### config.mk
export PLATFORM = sky130hd
export DESIGN_NAME = size_class_slot_allocator
export DESIGN_NICKNAME = d
export VERILOG_FILES = /design/src/hdl/scsa_pkg.sv /design/src/hdl/size_class_slot_allocator.sv
export SDC_FILE = /design/constraint.sdc
export NUM_CORES = 1
export LEC_CHECK = 0
export BUFFER_PORTS_ARGS = -buffer_cell sky130_fd_sc_hd__clkbuf_2
export CORE_UTILIZATION = 60
export CTS_CLUSTER_DIAMETER = 120
export DETAILED_ROUTE_END_ITERATION = 10
export PLACE_DENSITY = 0.8
export SETUP_SLACK_MARGIN = 0.3
export SYNTH_ARGS = -nofsm -noshare
export SYNTH_HDL_FRONTEND = slang
export SYNTH_SLANG_ARGS = --single-unit
export TNS_END_PERCENT = 30
### constraint.sdc
create_clock -name clk_i -period 7.4 [get_ports clk_i]
set_clock_uncertainty 0.05 [all_clocks]
set_input_delay 0.74 -clock clk_i [delete_from_list [all_inputs] [get_ports clk_i]]
set_output_delay 0.74 -clock clk_i [all_outputs]
set_load 0.05 [all_outputs]
### src/hdl/scsa_pkg.sv
// ----------------------------------------------------------------------------
// scsa_pkg
// Types, codes and layout helpers for the size-class slot allocator.
// ----------------------------------------------------------------------------
package scsa_pkg;

  // default pool layout
  localparam int unsigned SmallSlotsDef  = 20;
  localparam int unsigned MediumSlotsDef = 5;
  localparam int unsigned LargeSlotsDef  = 3;
  localparam int unsigned SmallTilesDef  = 16;
  localparam int unsigned MediumTilesDef = 24;
  localparam int unsigned LargeTilesDef  = 32;

  localparam int unsigned TileW = 9;

  typedef enum logic [1:0] {
    OP_ALLOC    = 2'd0,
    OP_FREE     = 2'd1,
    OP_FREE_ALL = 2'd2
  } opcode_e;

  typedef enum logic [1:0] {
    SC_SMALL  = 2'd0,
    SC_MEDIUM = 2'd1,
    SC_LARGE  = 2'd2,
    SC_BAD    = 2'd3
  } size_class_e;

  typedef enum logic [1:0] {
    ST_OK        = 2'd0,
    ST_FULL      = 2'd1,
    ST_NO_SLOT   = 2'd2,
    ST_BAD_CLASS = 2'd3
  } status_e;

  typedef struct packed {
    opcode_e          opcode;
    size_class_e      size_class;
    logic [TileW-1:0] release_tile;
  } req_t;

  typedef struct packed {
    logic [TileW-1:0] start_tile;
    status_e          status;
  } rsp_t;

  // start tile of slot s at full width; pools are laid out small, medium, large
  function automatic int unsigned slot_start(
    input int unsigned s,
    input int unsigned small_slots,
    input int unsigned medium_slots,
    input int unsigned small_tiles,
    input int unsigned medium_tiles,
    input int unsigned large_tiles
  );
    int unsigned small_end;
    int unsigned medium_end;
    int unsigned res;
    small_end  = small_slots * small_tiles;
    medium_end = small_end + medium_slots * medium_tiles;
    if (s < small_slots) begin
      res = s * small_tiles;
    end else if (s < small_slots + medium_slots) begin
      res = small_end + (s - small_slots) * medium_tiles;
    end else begin
      res = medium_end + (s - small_slots - medium_slots) * large_tiles;
    end
    return res;
  endfunction

endpackage

### src/hdl/size_class_slot_allocator.sv
// ----------------------------------------------------------------------------
// size_class_slot_allocator
// Segregated-fit slot allocator: one taken flag per slot over three pools.
// ----------------------------------------------------------------------------
// Path: a request is held in the request register, then its response in the
// response register; a stalled response holds the next request in place.
// Throughput: one request per cycle while responses are taken; the find-first
// over a pool's flags and the start-tile match sit between the two registers.
// Reset: all slots free, both stages empty; the block takes a request as soon
// as reset is released.
module size_class_slot_allocator
  import scsa_pkg::*;
#(
  parameter int unsigned SMALL_SLOTS  = SmallSlotsDef,
  parameter int unsigned MEDIUM_SLOTS = MediumSlotsDef,
  parameter int unsigned LARGE_SLOTS  = LargeSlotsDef,
  parameter int unsigned SMALL_TILES  = SmallTilesDef,
  parameter int unsigned MEDIUM_TILES = MediumTilesDef,
  parameter int unsigned LARGE_TILES  = LargeTilesDef
) (
  input  logic clk_i,
  input  logic rst_ni,
  input  logic req_valid_i,
  output logic req_ready_o,
  input  req_t req_i,
  output logic rsp_valid_o,
  input  logic rsp_ready_i,
  output rsp_t rsp_o
);

  localparam int unsigned TotalSlots = SMALL_SLOTS + MEDIUM_SLOTS + LARGE_SLOTS;
  localparam int unsigned SlotW      = $clog2(TotalSlots);
  localparam int unsigned MediumBase = SMALL_SLOTS;
  localparam int unsigned LargeBase  = SMALL_SLOTS + MEDIUM_SLOTS;

  logic                  req_valid_q, req_valid_d;
  req_t                  req_q;
  logic                  rsp_valid_q, rsp_valid_d;
  rsp_t                  rsp_q, rsp_d;
  logic [TotalSlots-1:0] taken_q, taken_d;
  logic                  advance;

  assign advance     = req_valid_q && (!rsp_valid_q || rsp_ready_i);
  assign req_ready_o = !req_valid_q || advance;
  assign rsp_valid_o = rsp_valid_q;
  assign rsp_o       = rsp_q;

  always_comb begin
    req_valid_d = req_valid_q;
    if (req_valid_i && req_ready_o) begin
      req_valid_d = 1'b1;
    end else if (advance) begin
      req_valid_d = 1'b0;
    end
  end

  always_comb begin
    rsp_valid_d = rsp_valid_q;
    if (advance) begin
      rsp_valid_d = 1'b1;
    end else if (rsp_ready_i) begin
      rsp_valid_d = 1'b0;
    end
  end

  // request processing against the flags
  always_comb begin
    int unsigned first;
    int unsigned last;
    logic             found;
    logic [SlotW-1:0] idx;
    logic             hit;
    logic [SlotW-1:0] hit_idx;
    taken_d          = taken_q;
    rsp_d.start_tile = '0;
    rsp_d.status     = ST_OK;
    first            = 0;
    last             = 0;
    found            = 1'b0;
    idx              = '0;
    hit              = 1'b0;
    hit_idx          = '0;
    case (req_q.opcode)
      OP_ALLOC: begin
        case (req_q.size_class)
          SC_SMALL: begin
            first = 0;
            last  = MediumBase;
          end
          SC_MEDIUM: begin
            first = MediumBase;
            last  = LargeBase;
          end
          SC_LARGE: begin
            first = LargeBase;
            last  = TotalSlots;
          end
          default: begin
            first = 0;
            last  = 0;
          end
        endcase
        // descending scan so the lowest free slot of the pool wins
        for (int s = int'(TotalSlots) - 1; s >= 0; s--) begin
          if (s >= int'(first) && s < int'(last) && !taken_q[s]) begin
            found = 1'b1;
            idx   = SlotW'(s);
          end
        end
        if (req_q.size_class == SC_BAD) begin
          rsp_d.status = ST_BAD_CLASS;
        end else if (!found) begin
          rsp_d.status = ST_FULL;
        end else begin
          taken_d[idx]     = 1'b1;
          rsp_d.start_tile = TileW'(slot_start(32'(idx), SMALL_SLOTS, MEDIUM_SLOTS,
                                               SMALL_TILES, MEDIUM_TILES, LARGE_TILES));
        end
      end
      OP_FREE: begin
        // start tiles are strictly increasing, so at most one slot matches
        for (int s = 0; s < int'(TotalSlots); s++) begin
          if (slot_start(s, SMALL_SLOTS, MEDIUM_SLOTS, SMALL_TILES, MEDIUM_TILES,
                         LARGE_TILES) == 32'(req_q.release_tile)) begin
            hit     = 1'b1;
            hit_idx = SlotW'(s);
          end
        end
        if (hit) begin
          taken_d[hit_idx] = 1'b0;
        end else begin
          rsp_d.status = ST_NO_SLOT;
        end
      end
      OP_FREE_ALL: begin
        taken_d = '0;
      end
      default: begin
        rsp_d.status = ST_OK;
      end
    endcase
  end

  always_ff @(posedge clk_i or negedge rst_ni) begin
    if (!rst_ni) begin
      req_valid_q <= 1'b0;
      rsp_valid_q <= 1'b0;
      taken_q     <= '0;
    end else begin
      req_valid_q <= req_valid_d;
      rsp_valid_q <= rsp_valid_d;
      if (advance) begin
        taken_q <= taken_d;
      end
    end
  end

  always_ff @(posedge clk_i) begin
    if (req_valid_i && req_ready_o) begin
      req_q <= req_i;
    end
    if (advance) begin
      rsp_q <= rsp_d;
    end
  end

endmodule

Word level (Yosys, flattened, before mapping):

Index checks and enable logic that the tools add are counted.

* bits in registers: 54
* latch bits: 0
* bits in writable memories: 0
* memory bits (read-only): 0
* input port bits: 17
* output and inout port bits: 13
* word-level logic and storage cells: 382
* memories: 0

* add/subtract/negate cells: 4
* multiply operators: 1
* div/mod/pow operators: 0
* order comparisons: 62
* equal/unequal tests: 36
* shifts and indexed selects: 0
* mux-type cells: 165
* bitwise operators: 5
* reductions and logical operators: 100

Operators with widths (number)
* $mux 32: 30
* $eq 32x9->1: 28
* $ge 6x32->1 const A: 12
* $lt 6x32->1 const A: 12
* $mux 5: 56
* $ge 5x32->1 const A: 8
* $lt 5x32->1 const A: 8
* $ge 4x32->1 const A: 4
* $lt 4x32->1 const A: 4
* $mux 28: 3
* $pmux 28 s3: 1
* $mux 1: 66
* $ge 3x32->1 const A: 2
* $lt 3x32->1 const A: 2
* $logic_and 1x1->1: 60
* $ge 1x32->1 const A: 1
* $ge 2x32->1 const A: 1
* $lt 1x32->1 const A: 1
* $lt 2x32->1 const A: 1
* $mul 32x2->6 const B: 1
* $logic_not 1->1: 30
* $and 28x28->28: 1
* $not 28->28: 1
* $or 28x28->28: 1
* 24 further kinds: 39

Longest topological paths before layout:

* depth in word-level cells: 43
* mapped depth: 18

Least setup slack after synthesis:

No wires, ideal clock.

* kind: reg2reg
* start: register req_q[10] in the netlist's numbering
* end: register rsp_q (netlist bit rsp_o[10]), data pin
* library setup time: 152 ps
* arrival time: 3790 ps
* slack: 3408 ps
* stages on the path, launching flop included: 19
* period minus slack after synthesis: 3992 ps
* cell sequence: edfxtp_1 nand2b_1 a211oi_1 a31oi_1 a32o_1 a32oi_1 a2bb2oi_1 ha_1 clkbuf_1 inv_1 fa_1 xor2_1 xnor2_1 ha_1 xor2_1 xnor2_1 xnor2_1 nand2_1 a31oi_1

* longest elaborated chain between the ends: 40
* elaborated cells on any way between the ends: 189
* those cells by class: add/sub (4); mul (1); order compare (58); eq/ne (3); mux (64); bitwise (1); reduce/logical (58)

Ends and longest elaborated chain
* start: declaration: line size_class_slot_allocator.sv:37 `req_t req_q;`
* start signal: assignment: line size_class_slot_allocator.sv:160 `req_q <= req_i;`
* $eq 2x2->1 (tied with other cells): line size_class_slot_allocator.sv:85 `case (req_q.size_class)`
* $pmux 5 s3 / $pmux 5 s2 (equally long branches): line size_class_slot_allocator.sv:85
* $mux 32: line size_class_slot_allocator.sv:83 `case (req_q.opcode)`
* $lt 6x32->1 / $ge 6x32->1 (equally long branches): line size_class_slot_allocator.sv:105 `if (s >= int'(first) && s < int'(last) && !taken_q[s]) begin`
* $logic_and 1x1->1 (2 in a row): line size_class_slot_allocator.sv:105
* $mux 5 (28 in a row): line size_class_slot_allocator.sv:105
* $mux 5: line size_class_slot_allocator.sv:83
* $sub 5x5->6: line scsa_pkg.sv:67 `res = medium_end + (s - small_slots - medium_slots) * large_tiles;`
* $mul 32x2->6 / $sub 4x4->4 (equally long branches): line scsa_pkg.sv:65, scsa_pkg.sv:67
* $add 9x9->9 / $add 8x9->9 (equally long branches): line scsa_pkg.sv:65, scsa_pkg.sv:67
* $mux 9: line scsa_pkg.sv:64 `end else if (s < small_slots + medium_slots) begin`
* $mux 9: line scsa_pkg.sv:62 `if (s < small_slots) begin`
* end signal: assignment: line size_class_slot_allocator.sv:163 `rsp_q <= rsp_d;`
* end: declaration: line size_class_slot_allocator.sv:39 `rsp_t rsp_q, rsp_d;`

Several ways; a longest one is shown, not always the timed one. The select of a mux whose other input is x is not followed.
A chain may end at the register's enable or synchronous reset.

Final worst setup path:

* start: register req_q[9] in the netlist's numbering
* end: register rsp_q (netlist bit rsp_o[10]), data pin

The elaborated chain is that of the path after synthesis.

==> results.json <==
{
  "synth_cell_types": 66,
  "required_ns": 7.50,
  "antennaDiodeCount": 0,
  "wl_met3_um": 977,
  "seq_area_frac_synth_pct": 39.7,
  "outcome": "completed",
  "clock-sinks": 51,
  "final_cell_count_no_fill": 490,
  "crit_arrival_ns": 4.74,
  "synth_warnings": 0,
  "core_mm2": 0.00554,
  "routed.top_layer": "met4",
  "dieHeight_um": 78.2,
  "start_util_pct": 62.9,
  "path_class": "flip-flop to flip-flop",
  "ios": 30,
  "syn_inst": 399,
  "met2RoutedLength_um": 4270,
  "dp_cells": 482,
  "wl_met1_um": 3590,
  "grt_pass1_wl_um": 14700,
  "end_kind": "flip-flop",
  "pre_cts_slack_ns": 2.89,
  "grt_pass1_vias": 3041,
  "dp_hpwl_um": 6960,
  "r2r_cells": 15,
  "critPathMaxFanout": 14,
  "fin_crit_sh_pct": 62.7,
  "finalMaxSlewViolations": 0,
  "clk_pin_slew_ns": 0.10,
  "die-area_mm2": 0.00611,
  "vdd_drop_max_uv": 147,
  "worst_slack_ns": 2.76,
  "port_buffers": 26,
  "post_cts_buffers": 0,
  "ys_ff_latch": 51,
  "drt-total-wl_um": 9090,
  "fin_tns_setup_ns": 0,
  "clkLatencyLatePin_ns": 0.31,
  "mappedNetlistArea_mm2": 0.00348,
  "fin_util_pct": 67.0,
  "relSlewSlack_pct": 44.3,
  "cts_buffers": 5,
  "setup_viol": 0,
  "die_w_um": 78.2,
  "root_buffer": "clkbuf_8",
  "syn_to_final_growth_pct": 6.65,
  "power_leakage_uw": 0.00145,
  "synth_top_area_cell": "dfrtp_1",
  "cts_tree": "built",
  "drv_cap": 0,
  "synthArstFlopShare_pct": 58.8,
  "antenna_found_initial": 0,
  "place_congestion": 0.931,
  "rsz0062_at_grt": "no",
  "fmax_mhz": 216,
  "tightestPinTransition_ns": 0.832,
  "std_cell_rows": 27,
  "vias": 3356,
  "routedWlPerCell_um": 18.5,
  "grt_max_degree": 31,
  "ys_top_cells_by_area": "dfrtp_1 (22%), edfxtp_1 (18%), ha_1 (5.0%)",
  "postSynthAreaPerCell_um2": 8.73,
  "holdBufCountCts": 0,
  "synth_edf_count": 21,
  "grt_use_total_pct": 31.1,
  "drt_iter0_markers": 416,
  "final_antenna_net_count": 0,
  "route.detailed.drc": 0,
  "drtPass1Iterations": 5,
  "cts.repair.resized": 0,
  "power.density_mw_per_mm2": 201,
  "synth_flop_cell": "dfrtp_1",
  "overflow": 0,
  "cts_buffer_depth": 2,
  "synth_top_area_share_pct": 21.6,
  "hold_violations": 0,
  "drive_gt1_share_pct": 10.8,
  "post_drt_via_cell_ratio": 6.85,
  "min_path_type": "input port to asynchronous set/reset pin",
  "fin_nets": 449,
  "critPathLaunchType": "flip-flop",
  "cts.htree.levels": 2,
  "post-route-min-period_ns": 4.64
}
==> layout make-up <==
cell class / count / area [um^2]
Multi-Input combinational cell: 308 / 1920
Fill cell: 457 / 1830
Sequential cell: 51 / 1380
Timing Repair Buffer: 26 / 130
Inverter: 25 / 93.8
Tap cell: 72 / 90.1
Clock buffer: 7 / 86.3
Clock inverter: 1 / 8.76
==> final timing paths <==
| path | startpoint | to | slack, ns |
|---|---|---|---|
| min reg2reg | req_valid_q | rsp_valid_o | 0.45 |
| max in group asynchronous | rst_ni | req_valid_q | 6.41 |
| max | req_q[9] | rsp_o[10] | 2.76 |
| max reg2reg | req_q[9] | rsp_o[10] | 2.76 |
| min in group clk_i | req_valid_q | rsp_valid_o | 0.45 |
| min | rst_ni | taken_q[20] | 0.43 |
==> where the power goes <==
group / switching [uW] / internal [uW] / total (uW)
combinational: 144 / 79.6 / 224
clock: 94.4 / 76.8 / 171
sequential: 31.2 / 322 / 353
total: 270 / 478 / 748
==> layer usage <==
metal / global-route usage (%) / up-vias
met5: 0 / -
met4: 10.7 / 0
met3: 5.12 / 27
met2: 51.6 / 244
met1: 41.3 / 1560
li1: - / 1525
==> through the flow <==
stage	cell area (um^2)	hold WS [ns]	power (uW)
3_5_place_dp	3620	0.424	575
3_3_place_gp	3620	0.409	567
6_report	3710	0.427	748
5_1_grt	3710	0.492	777
2_1_floorplan	3490	0.394	518
4_1_cts	3710	0.449	740
==> logic make-up after synthesis <==
logic type | share of synthesized area [%]
and+or+nand+nor | 20.7
adders and majority gates | 5.61
other | 0.108
muxes | 0.611
xor gates and xnor gates | 2.01
buffers and inverters | 5.32
DFF | 39.7
AOI/OAI and AO/OA | 25.9
==> synthesized netlist by cell type (3+ instances only) <==
library cell and n:
nand2_1 37, o22ai_1 4, or3_1 6, inv_1 24
clkbuf_1 8, edfxtp_1 21, nor2b_1 6, nor2_1 19
buf_4 4, nor3b_1 3, nand3_1 13, ha_1 14
nand4_1 12, buf_2 4, a31oi_1 24, a32o_1 5
xnor2_1 6, nor3_1 7, a21oi_1 33, and4_1 3
and2_1 3, nand2b_1 12, o21ai_1 14, o21ai_0 30
dfrtp_1 30, nand3b_1 4, a211oi_1 3
==> cells in the final DEF, fill, tap and decap left out, drive strengths merged, types with 13 or more instances in the layout <==
| cell | synthesis | routed |
|---|---|---|
| o21ai | 44 | 44 |
| ha | 14 | 14 |
| inv | 24 | 24 |
| nor2 | 21 | 21 |
| clkbuf | 8 | 33 |
| nand2 | 37 | 37 |
| dfrtp | 30 | 30 |
| a31oi | 25 | 25 |
| edfxtp | 21 | 21 |
| nand3 | 13 | 13 |
| a21oi | 33 | 33 |
==> sequential cells by signal (all words and copies together) (netlist names) <==
name         count
taken_q         28
req_q           13
rsp_o            8
req_valid_q      1
rsp_valid_o      1
==> critical path, cell delays in order (launching register included) <==
cell       delay, ns
edfxtp_1        0.47
nor2_1          0.68
nand3_1         0.15
a32oi_1         0.21
a2bb2oi_1       0.40
ha_1            0.44
inv_1           0.13
fa_1            0.46
xor2_1          0.35
xnor2_1         0.19
ha_1            0.19
xor2_1          0.18
xnor2_1         0.16
xnor2_1         0.15
nand2_1         0.07
a31oi_1         0.20
Note: power is estimated with default switching activity, not from simulation.
